--- config.mk ---
export PLATFORM = sky130hd
export DESIGN_NAME = npm_front
export DESIGN_NICKNAME = d
export VERILOG_FILES = /design/src/hdl/npm_pkg.sv /design/src/hdl/npm_front.sv
export SDC_FILE = /design/constraint.sdc
export NUM_CORES = 1
export LEC_CHECK = 0
export BUFFER_PORTS_ARGS = -buffer_cell sky130_fd_sc_hd__buf_2
export CAP_MARGIN = 25
export CORE_AREA = 2 2 163 165
export CTS_BUF_LIST = sky130_fd_sc_hd__clkbuf_8 sky130_fd_sc_hd__clkbuf_16
export DETAILED_ROUTE_END_ITERATION = 6
export DIE_AREA = 0 0 165 167
export SLEW_MARGIN = 20
export SYNTH_ARGS = -nofsm -noshare
export SYNTH_HDL_FRONTEND = slang
export SYNTH_SLANG_ARGS = --single-unit
--- constraint.sdc ---
create_clock -name clk -period 3.4 [get_ports clk]
set_clock_uncertainty 0.1 [all_clocks]
set_input_delay 0.51 -clock clk [delete_from_list [all_inputs] [get_ports clk]]
set_output_delay 0.51 -clock clk [all_outputs]
set_load 0.03 [all_outputs]
--- src/hdl/npm_pkg.sv ---
// npm_pkg: shared types and constants for the nearest point matcher.
// No dependencies; used by every other file under hdl.
package npm_pkg;

	localparam int MAX_POINTS_DEF = 1024;
	localparam int COORD_BITS_DEF = 16;
	localparam int PORT_COORD_W   = 16;
	localparam int INDEX_W        = 10;
	localparam int DIST_W         = 34;
	localparam int CMDQ_DEPTH     = 4;

	typedef enum logic [1:0] {
		OP_LOAD  = 2'd0,
		OP_QUERY = 2'd1,
		OP_CLEAR = 2'd2
	} op_t;

	typedef enum logic [2:0] {
		ST_LOADED  = 3'd0,
		ST_DROPPED = 3'd1,
		ST_MATCH   = 3'd2,
		ST_EMPTY   = 3'd3,
		ST_CLEARED = 3'd4
	} status_t;

	// decoded command as held in the front queue; coordinates as raw port bits
	typedef struct packed {
		op_t                     op;
		logic [PORT_COORD_W-1:0] x;
		logic [PORT_COORD_W-1:0] y;
		logic [PORT_COORD_W-1:0] z;
	} cmd_t;

endpackage

--- src/hdl/npm_front.sv ---
// npm_front: input side of the matcher; decodes op, drops the unused code
// and holds accepted commands in a short queue. Depends on npm_pkg.
module npm_front (
	input  logic                                clk,
	input  logic                                arst_n,
	input  logic                                push,
	output logic                                full,
	input  logic [1:0]                          op,
	input  logic signed [npm_pkg::PORT_COORD_W-1:0] px,
	input  logic signed [npm_pkg::PORT_COORD_W-1:0] py,
	input  logic signed [npm_pkg::PORT_COORD_W-1:0] pz,
	output npm_pkg::cmd_t                       cmd,
	output logic                                cmd_valid,
	input  logic                                cmd_take
);

	localparam int DEPTH = npm_pkg::CMDQ_DEPTH;
	localparam int PW    = $clog2(DEPTH);

	npm_pkg::cmd_t  fifo_q [DEPTH];
	npm_pkg::cmd_t  new_cmd;
	logic [PW-1:0]  wr_ptr_q;
	logic [PW-1:0]  rd_ptr_q;
	logic [PW:0]    cnt_q;
	logic           keep;
	logic           wr_en;
	logic           rd_en;

	// op 3 is a valid transfer but carries no work
	always_comb begin
		unique case (op)
			npm_pkg::OP_LOAD, npm_pkg::OP_QUERY, npm_pkg::OP_CLEAR: keep = 1'b1;
			default: keep = 1'b0;
		endcase
	end

	assign new_cmd.op = npm_pkg::op_t'(op);
	assign new_cmd.x  = px;
	assign new_cmd.y  = py;
	assign new_cmd.z  = pz;

	assign full      = (cnt_q == (PW+1)'(DEPTH));
	assign cmd_valid = (cnt_q != '0);
	assign cmd       = fifo_q[rd_ptr_q];
	assign wr_en     = push && !full && keep;
	assign rd_en     = cmd_take && cmd_valid;

	always_ff @(posedge clk or negedge arst_n) begin
		if (!arst_n) begin
			wr_ptr_q <= '0;
			rd_ptr_q <= '0;
			cnt_q    <= '0;
		end else begin
			if (wr_en)
				wr_ptr_q <= wr_ptr_q + PW'(1);
			if (rd_en)
				rd_ptr_q <= rd_ptr_q + PW'(1);
			if (wr_en && !rd_en)
				cnt_q <= cnt_q + (PW+1)'(1);
			else if (rd_en && !wr_en)
				cnt_q <= cnt_q - (PW+1)'(1);
		end
	end

	always_ff @(posedge clk) begin
		if (wr_en)
			fifo_q[wr_ptr_q] <= new_cmd;
	end

endmodule

* Word-level counts from Yosys, hierarchy flattened
Memory sizes are Yosys's and may differ from the RTL's.
Index checks and enable logic that the tools add are counted.
** Word-level totals
- Flip-flop bits (word level) :: 7
- RAM bits :: 200
- Input port bits :: 54
- Output and inout bits :: 52
- Word-level logic and storage cells :: 28
- Memories :: 1
** Cells by class
- Add/sub/neg operators :: 4
- Equal/unequal tests :: 3
- Muxes and demuxes :: 5
- Reductions and logical operators :: 12
** Memory list
- fifo_q :: words 4, width 50, rd ports 1, clocked after memory_dff 0, wr ports 1, line npm_front.sv:20 : npm_pkg::cmd_t fifo_q [DEPTH];
** Operators with widths (number)
- two-way mux 3 bit :: 2
- logical AND 1 bit :: 5
- adder 2 x 1 -> 2 bit (second input constant) :: 2
- adder 3 x 1 -> 3 bit (second input constant) :: 1
- == test 3 bit (second input constant) :: 1
- zero test 1 bit :: 3
- two-way mux 1 bit :: 3
- nonzero test 3 bit :: 1
- OR reduction 3 bit :: 1
- subtractor 3 x 1 -> 3 bit (second input constant) :: 1
- == test 2 x 1 -> 1 bit (second input constant) :: 1
- == test 2 bit (second input constant) :: 1
- zero test 2 bit :: 1
- nonzero test 2 bit :: 1

* Depth between registers and ports, before layout
- Depth in word-level cells :: 8
- Depth in mapped cells :: 8
- Depth with buffers taken out :: 8

* Worst setup path after synthesis
No wires, ideal clock.
- Path type :: register -> register
- Start point :: reg cnt_q[2]
- End point :: mem fifo_q[0][0] (netlist name), enable pin
- Arrival time :: 2.165 ns
- Required time :: 2.887 ns
- Path slack :: 0.722 ns
- Cell stages (with the launch flop) :: 4
- Buffers on the path :: 0
- Clock period less this slack :: 2.678 ns
- Path through :: dfrtp_1 -> nor3b_4 -> a211oi_4 -> and2_1
** On the way
- Longest elaborated chain between the ends :: 6
** Ends and longest elaborated chain
- start, declared :: line npm_front.sv:24 : logic [PW:0] cnt_q;
- start signal, assigned :: line npm_front.sv:59 : cnt_q <= cnt_q + (PW+1)'(1);
- start signal, assigned :: line npm_front.sv:61 : cnt_q <= cnt_q - (PW+1)'(1);
- == test 3 bit :: line npm_front.sv:42 : assign full = (cnt_q == (PW+1)'(DEPTH));
- via full :: line npm_front.sv:7 : output logic full,
- zero test 1 bit :: line npm_front.sv:45 : assign wr_en = push && !full && keep;
- logical AND 1 bit (2 in a row) :: line npm_front.sv:45
- via wr_en :: line npm_front.sv:26 : logic wr_en;
- two-way mux 1 bit :: line npm_front.sv:66 : if (wr_en)
- two-way mux 1 bit (implied by the code) :: line npm_front.sv:67 : fifo_q[wr_ptr_q] <= new_cmd;
- end, declared :: line npm_front.sv:20
The timed path passes the listed nets, and every way through them passes these cells.

==> results.py <==
metrics = {
    "critical_path": {
        "cp_top_family": "flip-flops",
        "worst_path_max_delay_cell": "dfrtp_4",
        "crit_chain": "buf_4 -> mux4_2 -> buf_2",
        "worst-setup-path-type": "flip-flop to output pin",
        "arrival_ns": 2.34,
        "path_buf_inv": 2,
        "critPathLaunchType": "flip-flop",
        "cp-end-kind": "output pin",
        "path_max_fanout": 21,
        "cp.required_ns": 2.79,
        "max_stage_delay_ns": 0.75,
    },
    "timing": {
        "hold_violations": 0,
        "fin_tns_setup_ns": 0,
        "setup_viol": 0,
        "rsz0062_at_grt": "false",
        "clock.fmax_mhz": 338.5,
        "period_share_pct": 86.88,
        "post-route-min-period_ns": 2.954,
        "slew_viol_final": 0,
        "worst_pin_slew_ns": 0.5147,
        "max_slew_margin_pct": 65.69,
    },
    "placement": {
        "place_congestion": 0.7069,
        "dp_hpwl_microns": 8907,
        "port_buffers": 105,
    },
    "clock_tree": {
        "root_buffer": "clkbuf_16",
        "clk_latency_ns": 0.49,
        "path_clk_slew_ns": 0.06,
        "cts_tree": "built",
        "post_cts_resized": 0,
        "cts_sinks": 207,
        "cts-buffers-inserted": 22,
        "h-tree-depth": 1,
        "clk_path_buf_depth": 3,
    },
    "synthesis": {
        "ys_top_cells_by_area": "edfxtp_1 (78%), mux4_2 (15%), dfrtp_1 (2.3%), buf_6 (0.88%), ha_1 (0.82%)",
        "ys_ff_latch": 207,
        "synth_top_cell_by_area": "edfxtp_1",
        "syn_avg_cell_area_sq_um": 25.80,
        "synthesis.area_sq_um": 7662,
        "syn_inst": 297,
        "yosysSeqAreaShare_pct": 80.67,
        "synth_top_cell_area_share_pct": 78.38,
        "ys_types": 20,
        "synth_warnings": 0,
        "synth_fp_nets": 357,
    },
    "routing": {
        "routed-via-count": 3447,
        "wl_per_cell_microns": 18.47,
        "drc": 0,
        "wl_microns": 14310,
        "drt.antenna.violating_nets": 0,
        "firstDrtPassIters": 4,
        "vias_per_cell": 4.448,
        "drtIter0Drc": 203,
    },
    "cells_and_area": {
        "drive_above_1_share_pct": 46.14,
        "final_nets": 485,
        "final_cell_mix": "edfxtp_1 (200), buf_2 (105), mux4_2 (50)",
        "area_growth_pct": 22.32,
        "n_antenna_cell": 0,
        "mostFrequentLayoutCell": "edfxtp_1",
    },
    "run": {
        "maxCapViolations": 0,
    },
    "global_routing": {
        "grtUsageTotal_pct": 10.48,
        "grt_start_max_net_pins": 35,
        "grt_pass1_wl_microns": 21830,
        "grt_pass1_vias": 3762,
        "overflow": 0,
        "antenna_found_initial": 2,
    },
    "floorplanning": {
        "ioPinCount": 106,
        "die_w_microns": 165,
        "coreArea_sq_um": 25760,
        "die_h_microns": 167,
        "row_count": 59,
        "die-area_sq_um": 27560,
        "start_util_pct": 29.74,
    },
    "min_path": {
        "hold_path.class": "input pin to flip-flop",
    },
    "power_and_ir_drop": {
        "vdd_drop_max_mv": 0.4999,
        "combPwrFrac_pct": 32.0,
        "switching_share_pct": 32.75,
        "power.total_mw": 8.458,
        "p_seq_share_pct": 41.4,
        "clkPwrFrac_pct": 26.6,
        "p_leak_nw": 3.207,
        "p_int_mw": 5.688,
        "p_sw_mw": 2.770,
        "p_per_area_nw_per_um2": 902.4,
    },
    "status": {
        "status": "complete, no violations",
    },
}
## registers in the layout (all words and copies together), names as in the netlist
register,flops
cnt_q,3
wr_ptr_q,2
fifo_q,200
rd_ptr_q,2
## synthesized netlist by cell type
| master | instances |
|---|---|
| mux4_2 | 50 |
| and2_1 | 4 |
| edfxtp_1 | 200 |
| dfrtp_1 | 7 |
| inv_1 | 4 |
| nor3b_4 | 1 |
| buf_6 | 6 |
| mux2_4 | 1 |
| xor2_1 | 2 |
| nor2_1 | 1 |
| or3_1 | 1 |
| mux2_2 | 1 |
| clkbuf_1 | 1 |
| buf_2 | 5 |
| nand3_1 | 1 |
| ha_1 | 5 |
| xnor2_1 | 4 |
| a211oi_4 | 1 |
| nand2_1 | 1 |
| fa_1 | 1 |
## per-layer routing
layer	global-route usage (%)	up-vias	part of all wire (%)
li1	-	1521	-
met1	13.71	1798	43
met2	17.36	97	49
met3	2.615	27	6.3
met4	2.873	4	1.9
met5	0	-	0.15
## stage by stage
stage               hold slack, ns  utilization (%)  area (sq um)  setup slack (ns)  instances
finish                      0.1276            36.38          9373            0.4460        775
global route                0.1086            36.38          9373            0.2843        775
CTS                         0.1028            36.38          9373            0.3659        775
detailed placement          0.2698            33.66          8671            0.8986        735
global placement            0.2618            33.66          8671            0.9257        735
floorplan                   0.1144                -          7662            0.7222        297
## worst reg2reg max path, delay by kind of cell (launching register included)
family	cells	cell delay (ns)
xor+xnor	2	0.33
simple gates	2	0.28
flops	1	0.40
buf+inv	1	0.06
compound gates	1	0.45
fa+ha+maj	2	0.65
## final cells by class
class | instances | area (sq um)
well taps | 335 | 419.2
clock buffers | 23 | 575.6
multi-input cells | 74 | 1375
clock inverters | 16 | 116.4
flip-flops and latches | 207 | 6186
fillers | 2345 | 16390
repair buffers | 116 | 685.7
inverters | 4 | 15.01
## worst paths after layout
check	start	endpoint	slack, ns	cells after the start
max	rd_ptr_q[0]$_DFFE_PN0P_	cmd[20]	0.45	3
min	pz[1]	fifo_q[3][1]$_DFFE_PP_	0.13	1
max reg2reg	cnt_q[2]$_DFFE_PN0P_	cnt_q[2]$_DFFE_PN0P_	1.04	8
min reg2reg	cnt_q[2]$_DFFE_PN0P_	cnt_q[2]$_DFFE_PN0P_	0.41	1
max in group asynchronous	arst_n	rd_ptr_q[0]$_DFFE_PN0P_	2.70	2
min in group asynchronous	arst_n	wr_ptr_q[0]$_DFFE_PN0P_	0.30	2
## repair_timing
action,4_1_cts,5_1_grt
setup buffers,0,0
endpoints found under the hold margin,7,0
hold buffers,1,0
## power groups by stage
stage,registers [mW],logic [mW],clock network [mW]
2_1_floorplan,3.40,2.13,0
3_3_place_gp,3.54,2.76,0
3_5_place_dp,3.57,2.77,0
4_1_cts,3.52,2.78,2.33
5_1_grt,3.56,2.89,2.42
6_report,3.50,2.70,2.25
## cells by family after synthesis
family | count (synthesis) | synth area share (%)
AO/OA/AOI/OAI | 1 | 0.2613
XOR/XNOR | 6 | 0.6858
adder cells (fa/ha/maj) | 6 | 1.078
buffers and inverters | 16 | 1.453
flip-flops | 207 | 80.67
multiplexers | 52 | 15.04
AND/OR/NAND/NOR | 9 | 0.8163
Power figures use the tool's default switching activity.
